[src/rtl/core/vdpd_pkg.sv]
package vdpd_pkg;

  // varint group layout
  localparam int unsigned GroupBits = 7;
  localparam int unsigned MaxGroups = 5;
  localparam int unsigned IdWidth   = 32;
  localparam int unsigned CntWidth  = 3;
  localparam int unsigned ShWidth   = 5;

  typedef logic [CntWidth-1:0] grp_cnt_t;
  typedef logic [IdWidth-1:0]  file_id_t;
  typedef logic [7:0]          data_byte_t;

  // input register contents handed to the decode step
  typedef struct packed {
    logic       valid;
    data_byte_t data_byte;
    logic       last_in_run;
  } stage_t;

  // bit offset of a group inside the partial value
  function automatic logic [ShWidth-1:0] group_shift(grp_cnt_t cnt);
    logic [ShWidth-1:0] sh;
    sh = ShWidth'(cnt) * ShWidth'(GroupBits);
    return sh;
  endfunction

endpackage

[src/rtl/core/vdpd_if.sv]
interface vdpd_in_if;
  logic                valid;
  logic                ready;
  vdpd_pkg::data_byte_t data_byte;
  logic                last_in_run;

  modport source (output valid, output data_byte, output last_in_run, input ready);
  modport sink   (input valid, input data_byte, input last_in_run, output ready);
endinterface

interface vdpd_out_if;
  logic              valid;
  logic              ready;
  vdpd_pkg::file_id_t file_id;
  logic              overlong;

  modport source (output valid, output file_id, output overlong, input ready);
  modport sink   (input valid, input file_id, input overlong, output ready);
endinterface

[src/rtl/core/vdpd_in_reg.sv]
module vdpd_in_reg (
  input  logic             clk_i,
  input  logic             rst_ni,
  vdpd_in_if.sink          in_i,
  input  logic             take_i,
  output vdpd_pkg::stage_t stage_o
);
  import vdpd_pkg::*;

  logic       valid_q;
  data_byte_t data_q;
  logic       last_q;

  // register frees up when empty or when the decode step takes it
  assign in_i.ready = !valid_q || take_i;

  always_ff @(posedge clk_i or negedge rst_ni) begin
    if (!rst_ni) begin
      valid_q <= 1'b0;
    end else if (in_i.ready) begin
      valid_q <= in_i.valid;
    end
  end

  // payload
  always_ff @(posedge clk_i) begin
    if (in_i.ready && in_i.valid) begin
      data_q <= in_i.data_byte;
      last_q <= in_i.last_in_run;
    end
  end

  assign stage_o.valid       = valid_q;
  assign stage_o.data_byte   = data_q;
  assign stage_o.last_in_run = last_q;

endmodule

[src/rtl/core/vdpd_step.sv]
module vdpd_step (
  input  logic             clk_i,
  input  logic             rst_ni,
  input  vdpd_pkg::stage_t stage_i,
  output logic             take_o,
  vdpd_out_if.source       out_o
);
  import vdpd_pkg::*;

  // decode state; the base is kept minus one so a single add gives the id
  file_id_t partial_q;
  grp_cnt_t cnt_q;
  logic     ovl_q;
  file_id_t base_m1_q;

  logic     out_valid_q;
  file_id_t out_id_q;
  logic     out_ovl_q;

  logic     ends;
  logic     out_free;
  logic     in_range;
  file_id_t shifted;
  file_id_t partial_nxt;
  logic     ovl_nxt;
  file_id_t sum;

  assign ends     = !stage_i.data_byte[7];
  assign out_free = !out_valid_q || out_o.ready;
  assign take_o   = stage_i.valid && (!ends || out_free);

  // groups do not overlap, so or-ing is the same as adding
  assign in_range    = cnt_q < CntWidth'(MaxGroups);
  assign shifted     = IdWidth'(stage_i.data_byte[GroupBits-1:0]) << group_shift(cnt_q);
  assign partial_nxt = in_range ? (partial_q | shifted) : partial_q;
  assign ovl_nxt     = ovl_q | !in_range;
  assign sum         = base_m1_q + partial_nxt;

  // state update per taken byte
  always_ff @(posedge clk_i or negedge rst_ni) begin
    if (!rst_ni) begin
      partial_q <= '0;
      cnt_q     <= '0;
      ovl_q     <= 1'b0;
      base_m1_q <= '1;
    end else if (take_o) begin
      if (ends || stage_i.last_in_run) begin
        partial_q <= '0;
        cnt_q     <= '0;
        ovl_q     <= 1'b0;
      end else begin
        partial_q <= partial_nxt;
        cnt_q     <= cnt_q + CntWidth'(in_range);
        ovl_q     <= ovl_nxt;
      end
      if (stage_i.last_in_run) begin
        base_m1_q <= '1;
      end else if (ends) begin
        base_m1_q <= sum;
      end
    end
  end

  // result register valid
  always_ff @(posedge clk_i or negedge rst_ni) begin
    if (!rst_ni) begin
      out_valid_q <= 1'b0;
    end else if (take_o && ends) begin
      out_valid_q <= 1'b1;
    end else if (out_o.ready) begin
      out_valid_q <= 1'b0;
    end
  end

  // result payload
  always_ff @(posedge clk_i) begin
    if (take_o && ends) begin
      out_id_q  <= sum;
      out_ovl_q <= ovl_nxt;
    end
  end

  assign out_o.valid    = out_valid_q;
  assign out_o.file_id  = out_id_q;
  assign out_o.overlong = out_ovl_q;

endmodule

[src/rtl/core/varint_delta_posting_decoder_top.sv]
// posting-list varint decoder with delta accumulation
// in_i carries one compressed byte per transaction (data_byte, last_in_run);
// bit 7 set marks a continuation byte, groups arrive least significant first.
// out_o carries one transaction per finished code: file_id is the
// running sum of the run's codes minus one, modulo 2^32, and overlong flags a
// code of more than five groups (extra groups are ignored).
// last_in_run clears the running sum and any unfinished code after its byte.
// an accepted byte sits in the input register, and its result is loaded from
// there into the result register, which offers it at the output.
// throughput: one byte per cycle unless a byte ending a code waits behind
// a held result; the shift-or of a group plus one 32-bit add of the running
// sum sit between the two registers.
// reset clears the valid flags of the input and result registers and all
// decode state; no transaction is lost or repeated.
// when the receiver stalls, the pending result is held, the input register
// still takes bytes that finish no code, and in_i.ready drops once a byte
// that ends a code waits behind the held result.
module varint_delta_posting_decoder_top (
  input  logic        clk_i,
  input  logic        rst_ni,
  vdpd_in_if.sink     in_i,
  vdpd_out_if.source  out_o
);
  import vdpd_pkg::*;

  stage_t stage;
  logic   take;

  vdpd_in_reg u_in_reg (
    .clk_i   (clk_i),
    .rst_ni  (rst_ni),
    .in_i    (in_i),
    .take_i  (take),
    .stage_o (stage)
  );

  vdpd_step u_step (
    .clk_i   (clk_i),
    .rst_ni  (rst_ni),
    .stage_i (stage),
    .take_o  (take),
    .out_o   (out_o)
  );

endmodule
[src/flat_wrapper.sv]
// flat-port wrapper written by rule: the top's interface ports become plain ports
module varint_delta_posting_decoder_top_flat import vdpd_pkg::*;
  (clk_i, rst_ni, in_i_valid, in_i_data_byte, in_i_last_in_run, in_i_ready, out_o_valid, out_o_file_id, out_o_overlong, out_o_ready);
  vdpd_in_if in_i_i ();
  vdpd_out_if out_o_i ();
  input  logic clk_i;
  input  logic rst_ni;
  input wire logic [$bits(in_i_i.valid)-1:0] in_i_valid;
  input wire logic [$bits(in_i_i.data_byte)-1:0] in_i_data_byte;
  input wire logic [$bits(in_i_i.last_in_run)-1:0] in_i_last_in_run;
  output wire logic [$bits(in_i_i.ready)-1:0] in_i_ready;
  output wire logic [$bits(out_o_i.valid)-1:0] out_o_valid;
  output wire logic [$bits(out_o_i.file_id)-1:0] out_o_file_id;
  output wire logic [$bits(out_o_i.overlong)-1:0] out_o_overlong;
  input wire logic [$bits(out_o_i.ready)-1:0] out_o_ready;
  assign in_i_i.valid = in_i_valid;
  assign in_i_i.data_byte = in_i_data_byte;
  assign in_i_i.last_in_run = in_i_last_in_run;
  assign in_i_ready = in_i_i.ready;
  assign out_o_valid = out_o_i.valid;
  assign out_o_file_id = out_o_i.file_id;
  assign out_o_overlong = out_o_i.overlong;
  assign out_o_i.ready = out_o_ready;
  varint_delta_posting_decoder_top u_core (.clk_i(clk_i), .rst_ni(rst_ni), .in_i(in_i_i), .out_o(out_o_i));
endmodule
[config.mk]
export PLATFORM = sky130hd
export DESIGN_NAME = varint_delta_posting_decoder_top_flat
export DESIGN_NICKNAME = d
export VERILOG_FILES = /design/src/rtl/core/vdpd_pkg.sv /design/src/rtl/core/vdpd_if.sv /design/src/rtl/core/vdpd_in_reg.sv /design/src/rtl/core/vdpd_step.sv /design/src/rtl/core/varint_delta_posting_decoder_top.sv /design/src/flat_wrapper.sv
export SDC_FILE = /design/constraint.sdc
export NUM_CORES = 1
export LEC_CHECK = 0
export BUFFER_PORTS_ARGS = -buffer_cell sky130_fd_sc_hd__buf_2
export CORE_MARGIN = 2
export CORE_UTILIZATION = 30
export DETAILED_ROUTE_END_ITERATION = 10
export HOLD_SLACK_MARGIN = 0.06
export SLEW_MARGIN = 25
export SYNTH_ARGS = -nofsm -noshare
export SYNTH_HDL_FRONTEND = slang
export SYNTH_SLANG_ARGS = --single-unit
[constraint.sdc]
create_clock -name clk_i -period 13.6 [get_ports clk_i]
set_input_delay 2.04 -clock clk_i [delete_from_list [all_inputs] [get_ports clk_i]]
set_output_delay 2.04 -clock clk_i [all_outputs]
set_load 0.03 [all_outputs]
==> results.cfg <==
[yosys]
avgSynthCellArea_um2 = 10.0
synth_edf_count = 42
syn_nets = 719
synth_cells = 666
yosys_warnings = 0
synth_cell_type_count = 72
netlist_area_mm2 = 0.00669
ys_ff_latch = 112
ys.flop_type = edfxtp_1
async_flop_share_pct = 62.5
ys_seq_area_share_pct = 45.6

[placement]
gp_congestion = 0.858
dp_hpwl_um = 11900
port_buffers = 47
dpl.cell_count = 964

[sta]
skew_ns = 0.0169
period_share_pct = 44.0
finalSetupViolCount = 0
hold_ws_ns = 0.494
setup_tns_ns = 0
fmax_mhz = 167
hold_viol = 0
relSlewSlack_pct = 36.6
final_max_slew_viol_count = 0
tightest_slew_ns = 0.952
layout_min_cycle_time_ns = 5.99
rsz0062_at_grt = no

[status]
status = finished clean

[global_route]
grt_util_all_layers_pct = 14.5
grt_max_degree = 71
antenna_found_initial = 0
grt_pass1_wl_um = 27200
grt-ovfl-total = 0
grt_pass1_vias = 5057

[routing]
num_vias = 5053
dr.pass1.iters = 4
viasPerCell = 5.15
drc = 0
routedWlPerCell_um = 16.7
drt_iter0_markers = 340
ant_nets = 0
totalWireLength_um = 16400

[cts]
tritoncts = done
cts_buffers = 9
cts_buffer_depth = 2
cts_sinks = 112
cts_setup_buffers = 0
clk_pin_slew_ns = 0.07
clockRootBuffer = clkbuf_16
postCtsHoldBufs = 0
cts_resized = 0
clk_latency_ns = 0.36
cts_htree_levels = 3

[die]
die-area_mm2 = 0.0235
rows = 54
coreArea_mm2 = 0.0219
initial_core_util_pct = 30.6
fp.dieH_um = 153
ioPinCount = 48
die_x_um = 153

[power_and_ir_drop]
powerDensity_mw_per_mm2 = 245
total_power_uw = 1840
leakagePower_uw = 0.00318
ir_worst_vdd_v = 0.000103

[layout]
final_core_util_pct = 34.2
diodes = 0
nNetsFinal = 749
drive_gt1_share_pct = 18.3
stdcell_count = 981
synthToLayoutAreaGrowth_pct = 11.9

[setup_path]
crit_path_start_kind = flop
end_kind = flop
path_class = flop to flop
path_max_fanout = 16
cp_cell_sequence = fa_1 > ha_1 > inv_1 > fa_1 > or3b_1 > a21oi_1 > nand2_1 > nor2_1 > a21o_1 > ha_1 > inv_1 > fa_1 > nor2b_4 > o31ai_2 > a211oi_1 > o211ai_1 > a31oi_4 > a21oi_1 > xnor2_1
crit_top_cell = fa_1
r2r_cells = 19
critPathMaxStageDelay_ns = 0.76
slowest_stage = a21oi_1
critPathArrivalTime_ns = 6.09
worstPathRequired_ns = 13.70

[min_path]
hold_depth = 2
hp-class = flop to flop

[job]
cap_violations = 0
## layout by cell type, fill, tap and decap left out, types with 8 or more instances in the layout
cell type and count:
o22a_1 27, o21ai_0 27, a21boi_0 13, buf_2 47, mux2i_1 13, nor2_1 60
clkbuf_16 9, edfxtp_1 42, a21o_1 22, nor3_1 12, a21oi_1 44, and2_1 9
ha_1 37, nand2_1 64, nand2b_1 8, dfrtp_1 38, nand3_1 15, inv_1 23
xnor2_1 21, dfstp_2 32
## cells by family after synthesis
group,Yosys count,synth area share [%]
AOI/OAI and AO/OA,212,22.7
adders and majority gates,40,7.82
muxes,16,2.51
and+or+nand+nor,198,13.7
xor gates and xnor gates,29,3.91
DFF,112,45.6
buffers and inverters,59,3.68
## where the power goes
group | internal (uW) | switching [uW] | total (uW)
Combinational | 389 | 644 | 1030
Clock | 129 | 121 | 251
Sequential | 514 | 39.3 | 553
Total | 1030 | 804 | 1840
## final cells by class
type / instances / area, um^2
clock buffer: 13 / 250
clock inverter: 3 / 20.0
fill: 2251 / 14400
inverter: 24 / 90.1
multi-input combinational: 495 / 3410
sequential: 112 / 3050
tap: 280 / 350
timing repair buffer: 54 / 312
## per-layer routing
layer / track usage (%) / up-vias / routed length (um)
met2: 23.2 / 100 / 7500
met4: 4.06 / 0 / 312
met1: 19.9 / 2433 / 7880
met3: 3.18 / 18 / 683
met5: 0 / - / 0
li1: - / 2502 / -
## through the flow
stage	setup WS (ns)	instance area, um^2
final	7.61	7490
after floorplan	8.94	6690
after global routing	7.17	7490
after detailed placement	7.65	7180
after global placement	7.78	7180
after CTS	7.64	7450
## sequential cells by signal (all words and copies together), names as in the netlist
name and flops:
u_core.u_in_reg.last_q 1, u_core.u_in_reg.valid_q 1, u_core.u_step.out_o.file_id 32, u_core.u_step.out_o.valid 1, u_core.u_step.cnt_q 3, u_core.u_step.base_m1_q 32, u_core.u_in_reg.data_q 8, u_core.u_step.ovl_q 1
u_core.u_step.partial_q 32, u_core.u_step.out_o.overlong 1
## synthesized netlist by cell type (all sizes together) (14+ instances only)
cell | number | area, um^2
a21oi | 47 | 246
xnor2 | 22 | 200
clkbuf | 22 | 82.6
o21ai | 31 | 155
nand3 | 15 | 75.1
ha | 37 | 463
a21o | 22 | 165
a21boi | 15 | 116
dfstp | 32 | 841
dfrtp | 38 | 951
inv | 24 | 90.1
nand2 | 64 | 240
nor3 | 14 | 80.1
nor2 | 63 | 239
edfxtp | 42 | 1260
o22a | 27 | 236
## worst max-delay path: cells and delay by family (launching register included)
kind | cells | cell delay, ns
compound gates | 7 | 2.22
buf+inv | 2 | 0.10
simple gates | 4 | 0.92
flops | 1 | 0.58
xor+xnor | 1 | 0.13
fa+ha+maj | 5 | 1.80
## path summary, 6_finish.rpt
kind                                                    startpoint                                   endpoint  slack [ns]
worst max register to register  u_core.u_step.cnt_q[0]$_DFFE_PN0P_  u_core.u_step.out_o.file_id[28]$_DFFE_PP_        7.61
max in group asynchronous                                   rst_ni     u_core.u_step.partial_q[9]$_DFFE_PN0P_       11.33
worst max-delay path            u_core.u_step.cnt_q[0]$_DFFE_PN0P_  u_core.u_step.out_o.file_id[28]$_DFFE_PP_        7.61
worst min-delay path               u_core.u_step.ovl_q$_DFFE_PN0P_            u_core.u_step.ovl_q$_DFFE_PN0P_        0.49
worst min register to register     u_core.u_step.ovl_q$_DFFE_PN0P_            u_core.u_step.ovl_q$_DFFE_PN0P_        0.49
min in group asynchronous                                   rst_ni      u_core.u_step.out_o.valid$_DFFE_PN0P_        1.78
Note: power is estimated with default switching activity, not from simulation.
